### src/rtl/mpo_pkg.sv
// Shared constants, codes and types of the multi-waveform phase oscillator.
`default_nettype none

package mpo_pkg;

    // Build-time settings
    localparam int BLEP_WINDOW     = 2;
    localparam int SINE_TABLE_BITS = 10;
    localparam int PHASE_BITS      = 32;

    localparam logic [31:0] PHASE_KEEP = 32'hFFFF_FFFF << (32 - PHASE_BITS);

    // Shared multiplier
    localparam int MUL_W  = 33;
    localparam int PROD_W = 2 * MUL_W;

    // Serial divider for the edge distance: |t| with 30 fraction bits over the increment
    localparam int DIV_QBITS = 30 + $clog2(BLEP_WINDOW);
    localparam int DIV_NW    = 62;
    localparam int DIV_CW    = $clog2(DIV_QBITS + 1);

    // Q2.30 constants
    localparam logic signed [MUL_W-1:0] ONE_Q30   = 33'sd1073741824;
    localparam logic signed [MUL_W-1:0] HALF_Q30  = 33'sd536870912;
    localparam logic signed [MUL_W-1:0] THREE_Q30 = 33'sd3221225472;
    localparam logic signed [MUL_W-1:0] SIN_A1    = 33'sd1686629713;
    localparam logic signed [MUL_W-1:0] SIN_A3    = -33'sd693598671;
    localparam logic signed [MUL_W-1:0] SIN_A5    = 33'sd80710782;
    // ceil(2^34 / 6): exact floor division by six for 32-bit operands
    localparam logic signed [MUL_W-1:0] RECIP6    = 33'sh0_AAAA_AAAB;

    // Control mode bits
    localparam int MODE_AA = 3;
    localparam int MODE_AM = 4;
    localparam int MODE_FM = 5;

    typedef enum logic [2:0] {
        WF_SINE, WF_SQUARE, WF_SAW, WF_TRIANGLE, WF_PULSE
    } wave_t;

    typedef enum logic [1:0] {
        REQ_TICK, REQ_LOAD, REQ_EXT, REQ_UNKNOWN
    } req_t;

    typedef enum logic [2:0] {
        CFG_BASE_INC, CFG_MODE, CFG_GAIN, CFG_PULSE_W,
        CFG_AM_DEPTH, CFG_AM_INC, CFG_FM_DEPTH, CFG_FM_INC
    } cfg_idx_t;

    typedef enum logic [1:0] {
        SEL_CAR, SEL_AM, SEL_FM
    } sine_sel_t;

    typedef enum logic [4:0] {
        S_IDLE, S_START,
        S_SIN0, S_SIN1, S_SIN2, S_SIN3, S_SIN4,
        S_EDGE, S_DIVW, S_B1, S_B2, S_B3, S_EACC, S_WFIN,
        S_AM, S_AM1, S_AM2, S_AM3,
        S_FM, S_FM1, S_FM2,
        S_OUT0, S_OUT1, S_EMIT
    } state_t;

endpackage

`default_nettype wire

### src/rtl/mpo_mul.sv
// Shared signed multiplier with a registered product.
`default_nettype none

module mpo_mul
    import mpo_pkg::*;
(
    input  logic                     clk,
    input  logic signed [MUL_W-1:0]  a,
    input  logic signed [MUL_W-1:0]  b,
    output logic signed [PROD_W-1:0] prod
);

    logic signed [PROD_W-1:0] prod_reg;

    always_ff @(posedge clk)
    begin
        prod_reg <= PROD_W'(a) * PROD_W'(b);
    end

    assign prod = prod_reg;

endmodule

`default_nettype wire

### config.mk
export PLATFORM = sky130hd
export DESIGN_NAME = mpo_mul
export DESIGN_NICKNAME = d
export VERILOG_FILES = /design/src/rtl/mpo_pkg.sv /design/src/rtl/mpo_mul.sv
export SDC_FILE = /design/constraint.sdc
export NUM_CORES = 2
export LEC_CHECK = 0
export BUFFER_PORTS_ARGS = -buffer_cell sky130_fd_sc_hd__buf_2
export CAP_MARGIN = 40
export CORE_ASPECT_RATIO = 0.75
export CORE_MARGIN = 4
export CORE_UTILIZATION = 30
export CTS_BUF_LIST = sky130_fd_sc_hd__clkbuf_8 sky130_fd_sc_hd__clkbuf_16
export DETAILED_ROUTE_END_ITERATION = 16
export SYNTH_ARGS = -nofsm -noshare
export SYNTH_HDL_FRONTEND = slang
export SYNTH_SLANG_ARGS = --single-unit
### constraint.sdc
create_clock -name clk -period 7.5 [get_ports clk]
set_input_delay 0.375 -clock clk [delete_from_list [all_inputs] [get_ports clk]]
set_output_delay 0.375 -clock clk [all_outputs]
set_load 0.05 [all_outputs]
# Yosys cells after proc, flatten, opt, wreduce, memory -nomap -nowiden
# Index checks and enable logic that the tools add are counted.
# op_classes
n_mul,1
# ops
operator,count
multiplier 33 x 33 -> 66 bit,1
# word_totals
register_bits,66
output_inout_bits,66
inputBits,67

# Longest topological paths before layout
# depth
ltp_word,1
depth_mapped,27

# Least setup slack after synthesis
# OpenSTA, ideal clock, no wires.
# synth_timing
kind,in2reg
start,input port a[32]
end,register prod_reg[62] (netlist: prod[62])
arrival_time_ps,7532
path_stages,23
setup_slack_ps,-111
required_time_ps,7421
setup_ps,79
path_cell_list,clkbuf_1 > nand2_1 > inv_1 > fa_1 > fa_1 > fa_1 > fa_1 > fa_1 > fa_1 > fa_1 > inv_1 > fa_1 > inv_1 > ha_1 > clkbuf_1 > and3_1 > nand3_1 > nand2b_1 > a2111oi_4 > a211oi_4 > a21o_2 > a21o_1 > a211oi_2
# synth_via
elab_chain_cells,1
# synth_lines
item,line,rtl
from (decl),mpo_mul.sv:8,"input logic signed [MUL_W-1:0] a,"
multiplier 33 x 33 -> 66 bit,mpo_mul.sv:17,prod_reg <= PROD_W'(a) * PROD_W'(b);
to (signal assigned),mpo_mul.sv:17,
to (decl),mpo_mul.sv:13,logic signed [PROD_W-1:0] prod_reg;
# No other way between the ends.

# Worst setup path after layout
# layout_timing
start,input port a[11]
end,register prod_reg[53] (netlist: prod[53])
# Same word-level chain as after synthesis.

==> flow_summary.toml <==
[routing]
wire_per_inst_um = 18.2
ant_nets = 0
drc = 0
drt_first_pass_iters = 5
drt-total-wl_um = 116000
via_per_inst = 4.50
drt_iter0_drc = 1954
vias = 28800

[synth]
yosysTopAreaCellShare_pct = 56.3
synth_top_area_cell = "fa_1"
synthMostInstantiatedCell = "fa_1"
ys.flop_type = "dfxtp_1"
netlist_instances = 4338
synth_nets = 5767
synthesis.area_mm2 = 0.0407
yosysWarnings = 0
synth_edf_count = 0
yosys_register_bits = 66
ys_top_cells_by_count = "fa_1 (1145), inv_1 (1131), and2_1 (562)"
synth.area.top_cells = "fa_1 (56%), inv_1 (10%), and2_1 (8.6%)"
synth_cell_types = 80
yosysSeqAreaShare_pct = 3.24
postSynthAreaPerCell_um2 = 9.39
synthArstFlopShare_pct = 0

[timing]
fin_tns_setup_ns = 0
rsz0062_at_grt = "false"
fmaxAchievable_mhz = 137
worst_slew_pin_slew_ns = 0.570
setup_ws_ns = 0.205
setup_viol = 0
drv_slew = 0
period_needed_ns = 7.29
whs_ns = 0.663
period_share_pct = 97.3
hold_viol = 0
relSlewSlack_pct = 62.0

[global_route]
grt_first_pass_wirelength_um = 190000
overflow = 0
track_usage_pct = 17.2
grt_max_degree = 30
antenna_found_initial = 15
grt_pass1_vias = 31700

[clock_network]
cts_buffers = 9
hold_buffers = 0
cts_tree = "done"
clockBufferDepth = 2
postCtsResizedCells = 0
cts_max_level = 3
clkTransAtPathRegs_ns = 0.06
cts_root_buf = "clkbuf_16"
cts_sinks = 66
cts_setup_buffers = 0

[worst_setup_path]
cp_cell_sequence = "buf_2, buf_4, and2_1, fa_1, inv_1, fa_1, inv_1, fa_1, fa_1, fa_1, fa_1, fa_1, inv_1, fa_1, inv_1, ha_1, a21oi_2, buf_4, nand2_1, a2111oi_0, a21oi_1, a2111o_1, a21oi_1, xnor2_1"
cp.required_ns = 7.79
path_common_cell = "fa_1"
max_stage_delay_ns = 0.75
start_kind = "primary input"
path_class = "in2reg"
critPathCaptureType = "register"
cp_max_fo = 14
crit_slowest_cell = "fa_1"
arrival_ns = 7.58

[floorplanning]
coreArea_mm2 = 0.134
die_y_um = 327
die_w_um = 433
initial_core_util_pct = 30.4
io_pins = 133
placementRows = 116
die_area_mm2 = 0.142

[cells_and_area]
drive_gt1_share_pct = 12.0
largest_reg_flops = 66
syn_to_final_growth_pct = 12.9
final_cell_area_mm2 = 0.0460
fin_nets = 6048

[place]
port_buffers = 132
place_congestion = 0.889
dp_hpwl_um = 107000
post-place-ws_ns = -0.210
placed_area_mm2 = 0.0457

[job]
maxCapViolations = 0

[status]
status = "completed"

[worst_hold_path]
hold_path_class = "in2reg"
==> path summary, 6_finish.rpt <==
path,start,endpoint,slack (ns),depth (start not counted)
setup / recovery,a[11],prod[53],0.21,24
hold / removal,a[0],prod[0],0.66,3
==> critical path: cells and delay by family <==
family	cells	cell delay [ns]
compound gates	5	1.40
xor+xnor	1	0.14
fa+ha+maj	9	4.38
buf+inv	7	1.05
simple gates	2	0.22
==> kinds of logic after synthesis <==
logic type	after synthesis	share of synthesized area (%)
DFF	66	3.24
AOI/OAI and AO/OA	219	4.07
xor gates and xnor gates	68	1.46
and+or+nand+nor	1271	15.8
buffers and inverters	1352	12.5
adders and majority gates	1362	62.9
==> metal layers <==
metal / share of wire, % / global-route usage [%] / up-vias / routed length (um)
met3: 12 / 6.63 / 73 / 13700
met5: 0.057 / 0 / - / 66
met4: 1.3 / 2.52 / 10 / 1560
met2: 39 / 22.7 / 990 / 45000
met1: 48 / 26.7 / 14800 / 56200
li1: - / - / 12900 / -
==> through the flow <==
step           util [%]  std cells
2_1_floorplan         -       4338
3_3_place_gp       34.0       6377
3_5_place_dp       34.0       6378
4_1_cts            34.2       6393
5_1_grt            34.3       6393
6_report           34.3       6398
==> cell usage in the layout (no fill, tap or decap), types with 7 or more instances in the layout <==
master | netlist | final
nor3_1 | 7 | 7
fa_2 | 0 | 8
clkbuf_4 | 0 | 13
o21ai_1 | 6 | 9
buf_4 | 0 | 342
fa_1 | 1145 | 1137
o21bai_1 | 11 | 10
a21oi_1 | 57 | 54
a211oi_1 | 7 | 7
clkbuf_16 | 0 | 9
o21ai_0 | 25 | 22
nand2b_1 | 12 | 12
nor2_1 | 68 | 68
buf_12 | 0 | 15
buf_2 | 11 | 119
nand2_1 | 551 | 551
a31oi_1 | 8 | 8
nand4_1 | 11 | 11
xor2_1 | 25 | 25
a21o_1 | 36 | 36
and2_1 | 562 | 562
inv_1 | 1131 | 1133
dfxtp_1 | 66 | 66
nand3_1 | 25 | 25
ha_1 | 217 | 217
xnor2_1 | 43 | 43
==> cell type report <==
cell class	instances	area [um2]
antenna	5	12.5
sequential	66	1320
multi-input combinational	2920	34400
clock buffer	9	225
timing repair buffer	491	3590
fill	13700	88100
tap	1770	2210
inverter	1131	4250
clock inverter	6	27.5
Power is not shown: default switching activity piles up to over one toggle a cycle in this logic, so the estimate is an artifact.
