### src/rtl/mpo_pkg.sv
// Shared constants, codes and types of the multi-waveform phase oscillator.
`default_nettype none

package mpo_pkg;

    // Build-time settings
    localparam int BLEP_WINDOW     = 2;
    localparam int SINE_TABLE_BITS = 10;
    localparam int PHASE_BITS      = 32;

    localparam logic [31:0] PHASE_KEEP = 32'hFFFF_FFFF << (32 - PHASE_BITS);

    // Shared multiplier
    localparam int MUL_W  = 33;
    localparam int PROD_W = 2 * MUL_W;

    // Serial divider for the edge distance: |t| with 30 fraction bits over the increment
    localparam int DIV_QBITS = 30 + $clog2(BLEP_WINDOW);
    localparam int DIV_NW    = 62;
    localparam int DIV_CW    = $clog2(DIV_QBITS + 1);

    // Q2.30 constants
    localparam logic signed [MUL_W-1:0] ONE_Q30   = 33'sd1073741824;
    localparam logic signed [MUL_W-1:0] HALF_Q30  = 33'sd536870912;
    localparam logic signed [MUL_W-1:0] THREE_Q30 = 33'sd3221225472;
    localparam logic signed [MUL_W-1:0] SIN_A1    = 33'sd1686629713;
    localparam logic signed [MUL_W-1:0] SIN_A3    = -33'sd693598671;
    localparam logic signed [MUL_W-1:0] SIN_A5    = 33'sd80710782;
    // ceil(2^34 / 6): exact floor division by six for 32-bit operands
    localparam logic signed [MUL_W-1:0] RECIP6    = 33'sh0_AAAA_AAAB;

    // Control mode bits
    localparam int MODE_AA = 3;
    localparam int MODE_AM = 4;
    localparam int MODE_FM = 5;

    typedef enum logic [2:0] {
        WF_SINE, WF_SQUARE, WF_SAW, WF_TRIANGLE, WF_PULSE
    } wave_t;

    typedef enum logic [1:0] {
        REQ_TICK, REQ_LOAD, REQ_EXT, REQ_UNKNOWN
    } req_t;

    typedef enum logic [2:0] {
        CFG_BASE_INC, CFG_MODE, CFG_GAIN, CFG_PULSE_W,
        CFG_AM_DEPTH, CFG_AM_INC, CFG_FM_DEPTH, CFG_FM_INC
    } cfg_idx_t;

    typedef enum logic [1:0] {
        SEL_CAR, SEL_AM, SEL_FM
    } sine_sel_t;

    typedef enum logic [4:0] {
        S_IDLE, S_START,
        S_SIN0, S_SIN1, S_SIN2, S_SIN3, S_SIN4,
        S_EDGE, S_DIVW, S_B1, S_B2, S_B3, S_EACC, S_WFIN,
        S_AM, S_AM1, S_AM2, S_AM3,
        S_FM, S_FM1, S_FM2,
        S_OUT0, S_OUT1, S_EMIT
    } state_t;

endpackage

`default_nettype wire

### src/rtl/mpo_div.sv
// Restoring divider, one quotient bit a cycle, for the edge distance over the increment.
`default_nettype none

module mpo_div
    import mpo_pkg::*;
(
    input  logic                 clk,
    input  logic                 rst_n,
    input  logic                 start,
    input  logic [31:0]          mag,
    input  logic [31:0]          divisor,
    output logic [DIV_QBITS-1:0] quot,
    output logic                 done
);

    logic                 busy_reg;
    logic                 done_reg;
    logic [DIV_CW-1:0]    cnt_reg;
    logic [31:0]          rem_reg;
    logic [DIV_NW-1:0]    sh_reg;
    logic [DIV_QBITS-1:0] quot_reg;
    logic [DIV_NW-1:0]    dividend;
    logic [32:0]          trial;
    logic                 ge;

    assign dividend = {mag, 30'b0};
    assign trial    = {rem_reg, sh_reg[DIV_NW-1]};
    assign ge       = trial >= {1'b0, divisor};

    always_ff @(posedge clk or negedge rst_n)
    begin
        if (!rst_n)
        begin
            busy_reg <= 1'b0;
            done_reg <= 1'b0;
            cnt_reg  <= '0;
        end
        else
        begin
            done_reg <= 1'b0;
            if (start)
            begin
                busy_reg <= 1'b1;
                cnt_reg  <= DIV_CW'(DIV_QBITS);
            end
            else if (busy_reg)
            begin
                cnt_reg <= cnt_reg - 1'b1;
                if (cnt_reg == DIV_CW'(1))
                begin
                    busy_reg <= 1'b0;
                    done_reg <= 1'b1;
                end
            end
        end
    end

    always_ff @(posedge clk)
    begin
        if (start)
        begin
            // remainder starts below the divisor since the quotient fits DIV_QBITS
            rem_reg  <= 32'(dividend >> DIV_QBITS);
            sh_reg   <= dividend << (DIV_NW - DIV_QBITS);
            quot_reg <= '0;
        end
        else if (busy_reg)
        begin
            rem_reg  <= ge ? 32'(trial - {1'b0, divisor}) : trial[31:0];
            sh_reg   <= sh_reg << 1;
            quot_reg <= {quot_reg[DIV_QBITS-2:0], ge};
        end
    end

    assign quot = quot_reg;
    assign done = done_reg;

endmodule

`default_nettype wire

### config.mk
export PLATFORM = sky130hd
export DESIGN_NAME = mpo_div
export DESIGN_NICKNAME = d
export VERILOG_FILES = /design/src/rtl/mpo_pkg.sv /design/src/rtl/mpo_div.sv
export SDC_FILE = /design/constraint.sdc
export NUM_CORES = 1
export LEC_CHECK = 0
export ABC_AREA = 1
export BUFFER_PORTS_ARGS = -buffer_cell sky130_fd_sc_hd__buf_2
export CAP_MARGIN = 20
export CELL_PAD_IN_SITES_DETAIL_PLACEMENT = 1
export CELL_PAD_IN_SITES_GLOBAL_PLACEMENT = 2
export CORE_MARGIN = 4
export CORE_UTILIZATION = 31
export DETAILED_ROUTE_END_ITERATION = 10
export PLACE_DENSITY_LB_ADDON = 0.1
export SLEW_MARGIN = 20
export SYNTH_ARGS = -nofsm -noshare
export SYNTH_HDL_FRONTEND = slang
export SYNTH_SLANG_ARGS = --single-unit
### constraint.sdc
create_clock -name clk -period 2.4 [get_ports clk]
set_clock_uncertainty 0.15 [all_clocks]
set_input_delay 0.24 -clock clk [delete_from_list [all_inputs] [get_ports clk]]
set_output_delay 0.24 -clock clk [all_outputs]
set_load 0.005 [all_outputs]
# == Word-level counts from Yosys, hierarchy flattened ==
# Cells that the tools add are included.
# totals
reg_bits,71
in_bits,67
wordCells,25
# op_classes
addsub,2
order_cmp,1
eq_ne,1
mux,13
reduce_logical,1
# op_table
cell,count
62-bit 2-to-1 mux,2
31-bit 2-to-1 mux,2
33-bit by 32-bit greater-or-equal comparator with 1-bit output,1
32-bit 2-to-1 mux,1
32-bit subtractor,1
5-bit 2-to-1 mux,2
1-bit 2-to-1 mux,6
"5-bit by 1-bit == test with 1-bit output, second input constant",1
"5-bit by 1-bit subtractor with 5-bit output, second input constant",1
2-bit nonzero test,1

# == Logic depth before layout (Yosys ltp) ==
# logic_depth
word_depth,4
depth_mapped,16
mapped_depth_nobuf,16

# == Worst setup path after synthesis ==
# OpenSTA, ideal clock, no wires.
# synth_timing
path_kind,register -> register
from,register sh_reg[61]
to,"register rem_reg[16], data pin"
setup_time_ns,0.253
arrival_time_ns,1.810
slack_ns,0.186
stages_incl_launch_ff,15
period_less_slack_ns,2.214
cell_sequence,edfxtp_1 > inv_1 > ha_1 > inv_1 > fa_1 > nand3_1 > nand3_1 > nand2_1 > nand3_1 > a21oi_1 > nand2_1 > nand2_1 > nand2_1 > nand3_1 > nand2_1
# synth_via
elab_chain_len,4
word_cells_on_any_way,5
classes_between,1 x add/sub; 1 x order compare; 3 x mux
# synth_rtl
item,line,source
from (decl),mpo_div.sv:20,logic [DIV_NW-1:0] sh_reg;
from (signal assigned),mpo_div.sv:64,sh_reg <= dividend << (DIV_NW - DIV_QBITS);
from (signal assigned),mpo_div.sv:70,sh_reg <= sh_reg << 1;
32-bit subtractor / 33-bit by 32-bit greater-or-equal comparator with 1-bit output (equally long branches),"mpo_div.sv:69, mpo_div.sv:28",
32-bit 2-to-1 mux (*),mpo_div.sv:69,"rem_reg <= ge ? 32'(trial - {1'b0, divisor}) : trial[31:0];"
31-bit 2-to-1 mux (*),mpo_div.sv:67,else if (busy_reg)
31-bit 2-to-1 mux (*),mpo_div.sv:60,if (start)
to (signal assigned),mpo_div.sv:63,rem_reg <= 32'(dividend >> DIV_QBITS);
to (signal assigned),mpo_div.sv:69,
to (decl),mpo_div.sv:19,logic [31:0] rem_reg;
# Every way passes the cells marked *; elsewhere a longest branch is shown, timed or not. The select of a mux whose other input is x is not followed.
# A chain may end at the register's enable or synchronous reset.

# == Worst setup path after layout ==
# layout_timing
from,register rem_reg[12]
to,"register rem_reg[23], data pin"
# layout_via
elab_chain_len,4
word_cells_on_any_way,5
classes_between,1 x add/sub; 1 x order compare; 3 x mux
# layout_rtl
item,line
32-bit subtractor / 33-bit by 32-bit greater-or-equal comparator with 1-bit output (equally long branches),"mpo_div.sv:69, mpo_div.sv:28"
32-bit 2-to-1 mux (*),mpo_div.sv:69
31-bit 2-to-1 mux (*),mpo_div.sv:67
31-bit 2-to-1 mux (*),mpo_div.sv:60
# Marked as above.

==> results.py <==
metrics = {
    "synthesis": {
        "ys_async_sr_fraction_pct": 9.86,
        "synthesis.instances": 898,
        "synth.distinct_cells": 35,
        "synth.avg_cell_area_um2": 6.52,
        "dominantRegCellSynth": "edfxtp_1",
        "synth_area_um2": 5850,
        "synth_nets": 1000,
        "synth-seq-area-share_pct": 30.4,
        "synth_seq_cells": 71,
        "yosys_warnings": 0,
        "synth_enable_flop_cells": 32,
    },
    "power": {
        "vdd_drop_max_mv": 0.459,
        "p_leak_nw": 4.30,
        "power_frac_clock_pct": 14.1,
        "p_sw_mw": 4.23,
        "internal-power_mw": 5.30,
        "pwr-share-seq_pct": 19.5,
        "pwr-share-comb_pct": 66.4,
        "switching_share_pct": 44.4,
        "powerDensity_nw_per_um2": 1140,
    },
    "place": {
        "pre_cts_slack_ps": -136,
        "placed_area_um2": 7200,
        "place.gp.congestion": 0.822,
        "port-buffer-count": 98,
        "dp_hpwl_um": 15600,
    },
    "finish": {
        "final_area_um2": 8320,
        "synthToLayoutAreaGrowth_pct": 42.2,
        "largest_register_ffs": 32,
        "drive_gt1_share_pct": 31.9,
        "antenna_cells": 0,
        "fin_nets": 1192,
        "fillers": 2333,
    },
    "floorplan": {
        "core_um2": 18300,
        "die_area_um2": 21100,
        "rows": 49,
        "io_pins": 99,
        "start_util_pct": 32.0,
        "die_y_um": 145,
        "fp.dieW_um": 145,
    },
    "global_route": {
        "grt_pass1_vias": 6406,
        "grtUsageMet2_pct": 31.5,
        "grt_usage_pct": 18.9,
        "grt_util_met3_pct": 3.80,
        "globalRoute.busiestLayer": "met2",
        "grt_max_degree": 46,
        "grt_pass1_wl_um": 32600,
        "globalRouteOverflowTotal": 0,
        "antenna_found_initial": 1,
        "use_met1_pct": 25.2,
    },
    "setup_path": {
        "crit_slowest_cell": "edfxtp_1",
        "cpLargestDelayFamily": "simple AND/OR/NAND/NOR gates",
        "crit_arrival_ps": 2370,
        "crit_top_cell": "nand2_1",
        "critPathCaptureType": "flip-flop",
        "crit_chain": "ha_4 > nand2_1 > nor2_2 > nand2_1 > inv_2 > nand2_2 > nand2_4 > nand3_4 > nand2_8 > buf_12 > nand2_1 > nand3_1 > nand2_1",
        "reg2reg_from": "rem_reg[12]",
        "crit_start": "rem_reg[12]",
        "worstPathMaxFanout": 7,
        "critPathKind": "flip-flop to flip-flop",
        "rrSetupSlack_ps": -20,
        "cpPeakStageDelay_ps": 440,
        "critPathBufInv": 2,
        "required_ps": 2350,
        "start_kind": "flip-flop",
    },
    "clock_network": {
        "cts_max_level": 3,
        "cts_buffers": 9,
        "cts_tree": "yes",
        "insertion_delay_ps": 350,
        "clockRootBuffer": "clkbuf_16",
        "cts_buffer_depth": 2,
        "clk_pin_slew_ps": 80,
        "clock-sinks": 71,
    },
    "sta": {
        "rsz0062_at_grt": "yes",
        "hold_violations": 0,
        "finalCritPeriodShare_pct": 101,
        "slew_violations": 0,
        "tns_ps": -57.4,
        "worst_slew_pin_slew_ps": 515,
        "max_slew_margin_pct": 65.6,
        "max_freq_mhz": 413,
        "period_minus_slack_ps": 2420,
        "worst_slack_ps": -19.2,
        "setup_violations": 7,
        "hold_ws_ps": 7.80,
    },
    "hold_path": {
        "hold_path.class": "input pin to flip-flop",
        "min_from": "mag[8]",
    },
    "detailed_routing": {
        "avgViaCountPerCell": 4.62,
        "final_antenna_net_count": 0,
        "routedWlPerCell_um": 15.8,
        "drc": 0,
        "wl_um": 21000,
        "first_pass_iters": 4,
        "vias": 6121,
        "drtIter0Drc": 173,
    },
    "status": {
        "run_status": "finished, violations left",
        "failed_checks": "setup timing",
    },
    "flow_run": {
        "cap_violations": 0,
    },
}
-- cells in the final DEF (no fill, tap or decap), drive strengths merged, types with 7 or more instances in the layout --
cell type / count
ha: 34
nand3b: 43
nor2: 54
inv: 187
buf: 199
o22ai: 29
a21oi: 20
nand2: 340
nor3: 7
nand3: 59
edfxtp: 32
dfrtp: 7
xnor2: 14
dfxtp: 32
o21ai: 8
clkbuf: 12
-- worst paths after layout --
path,to,cells after the start
worst max-delay path,rem_reg[23],13
min in group asynchronous,done,2
worst min-delay path,rem_reg[7],3
worst min register to register,quot[30],2
max in group asynchronous,cnt_reg[3],2
worst max register to register,rem_reg[23],13
-- through the flow --
step | total power [mW] | util [%] | std cells
finish | 9.52 | 45.5 | 1324
global placement | 7.11 | 39.4 | 1290
floorplan | 5.11 | - | 898
global route | 10.4 | 45.5 | 1324
CTS | 8.91 | 42.7 | 1312
detailed placement | 7.16 | 39.4 | 1290
-- area by class of cell --
class,instances,area (um^2),area share [%]
clock inverters,5,32.5,0.391
well taps,229,287,3.44
flip-flops and latches,71,1780,21.4
repair buffers,203,1420,17.1
multi-input cells,620,3860,46.4
clock buffers,11,243,2.92
inverters,185,694,8.35
-- layer usage --
| layer | up-vias | part of all wire [%] |
|---|---|---|
| met5 | - | 0.043 |
| met4 | 2 | 1.0 |
| met3 | 14 | 3.9 |
| met2 | 91 | 48 |
| met1 | 2843 | 47 |
| li1 | 3171 | - |
-- cell usage after synthesis, drive strengths merged (2+ instances only) --
cell	n	area share [%]
dfrtp	7	3.0
dfxtp	32	11
o22ai	29	3.1
inv	185	12
nor2	54	3.8
nor3	7	0.60
ha	34	7.3
nand2	340	23
o21bai	2	0.26
buf	13	2.1
o21ai	8	0.68
clkbuf	9	0.58
a21oi	20	1.8
edfxtp	32	16
xnor2	14	2.1
nand3	59	5.4
and2	3	0.32
nand4	3	0.32
nand3b	43	5.5
-- worst register-to-register path, stage by stage, from the launching register on --
cell      delay, ps
edfxtp_1        440
ha_4            330
nand2_1         130
nor2_2          170
nand2_1          80
inv_2            70
nand2_2          70
nand2_4          90
nand3_4         130
nand2_8         170
buf_12          140
nand2_1          60
nand3_1          60
nand2_1          70
-- cell families after synthesis --
kind of cell | share of synthesized area [%]
AND/OR/NAND/NOR | 39.4
buffers and inverters | 14.5
flip-flops | 30.4
AO/OA/AOI/OAI | 5.94
adder cells (fa/ha/maj) | 7.61
XOR/XNOR | 2.10
-- what timing repair did --
action	4_1_cts	5_1_grt
setup buffers	3	9
gates resized for setup	36	81
hold endpoints to repair	9	0
endpoints found under the setup margin	31	33
cloned	0	3
pin swaps	2	33
hold buffers	3	0
-- power groups by stage --
stage / combinational [mW] / clock (mW) / sequential [mW]
detailed placement: 5.39 / 0 / 1.77
global route: 7.05 / 1.42 / 1.89
global placement: 5.35 / 0 / 1.76
finish: 6.32 / 1.34 / 1.86
CTS: 5.75 / 1.36 / 1.80
floorplan: 3.40 / 0 / 1.71
Power figures use the tool's default switching activity.
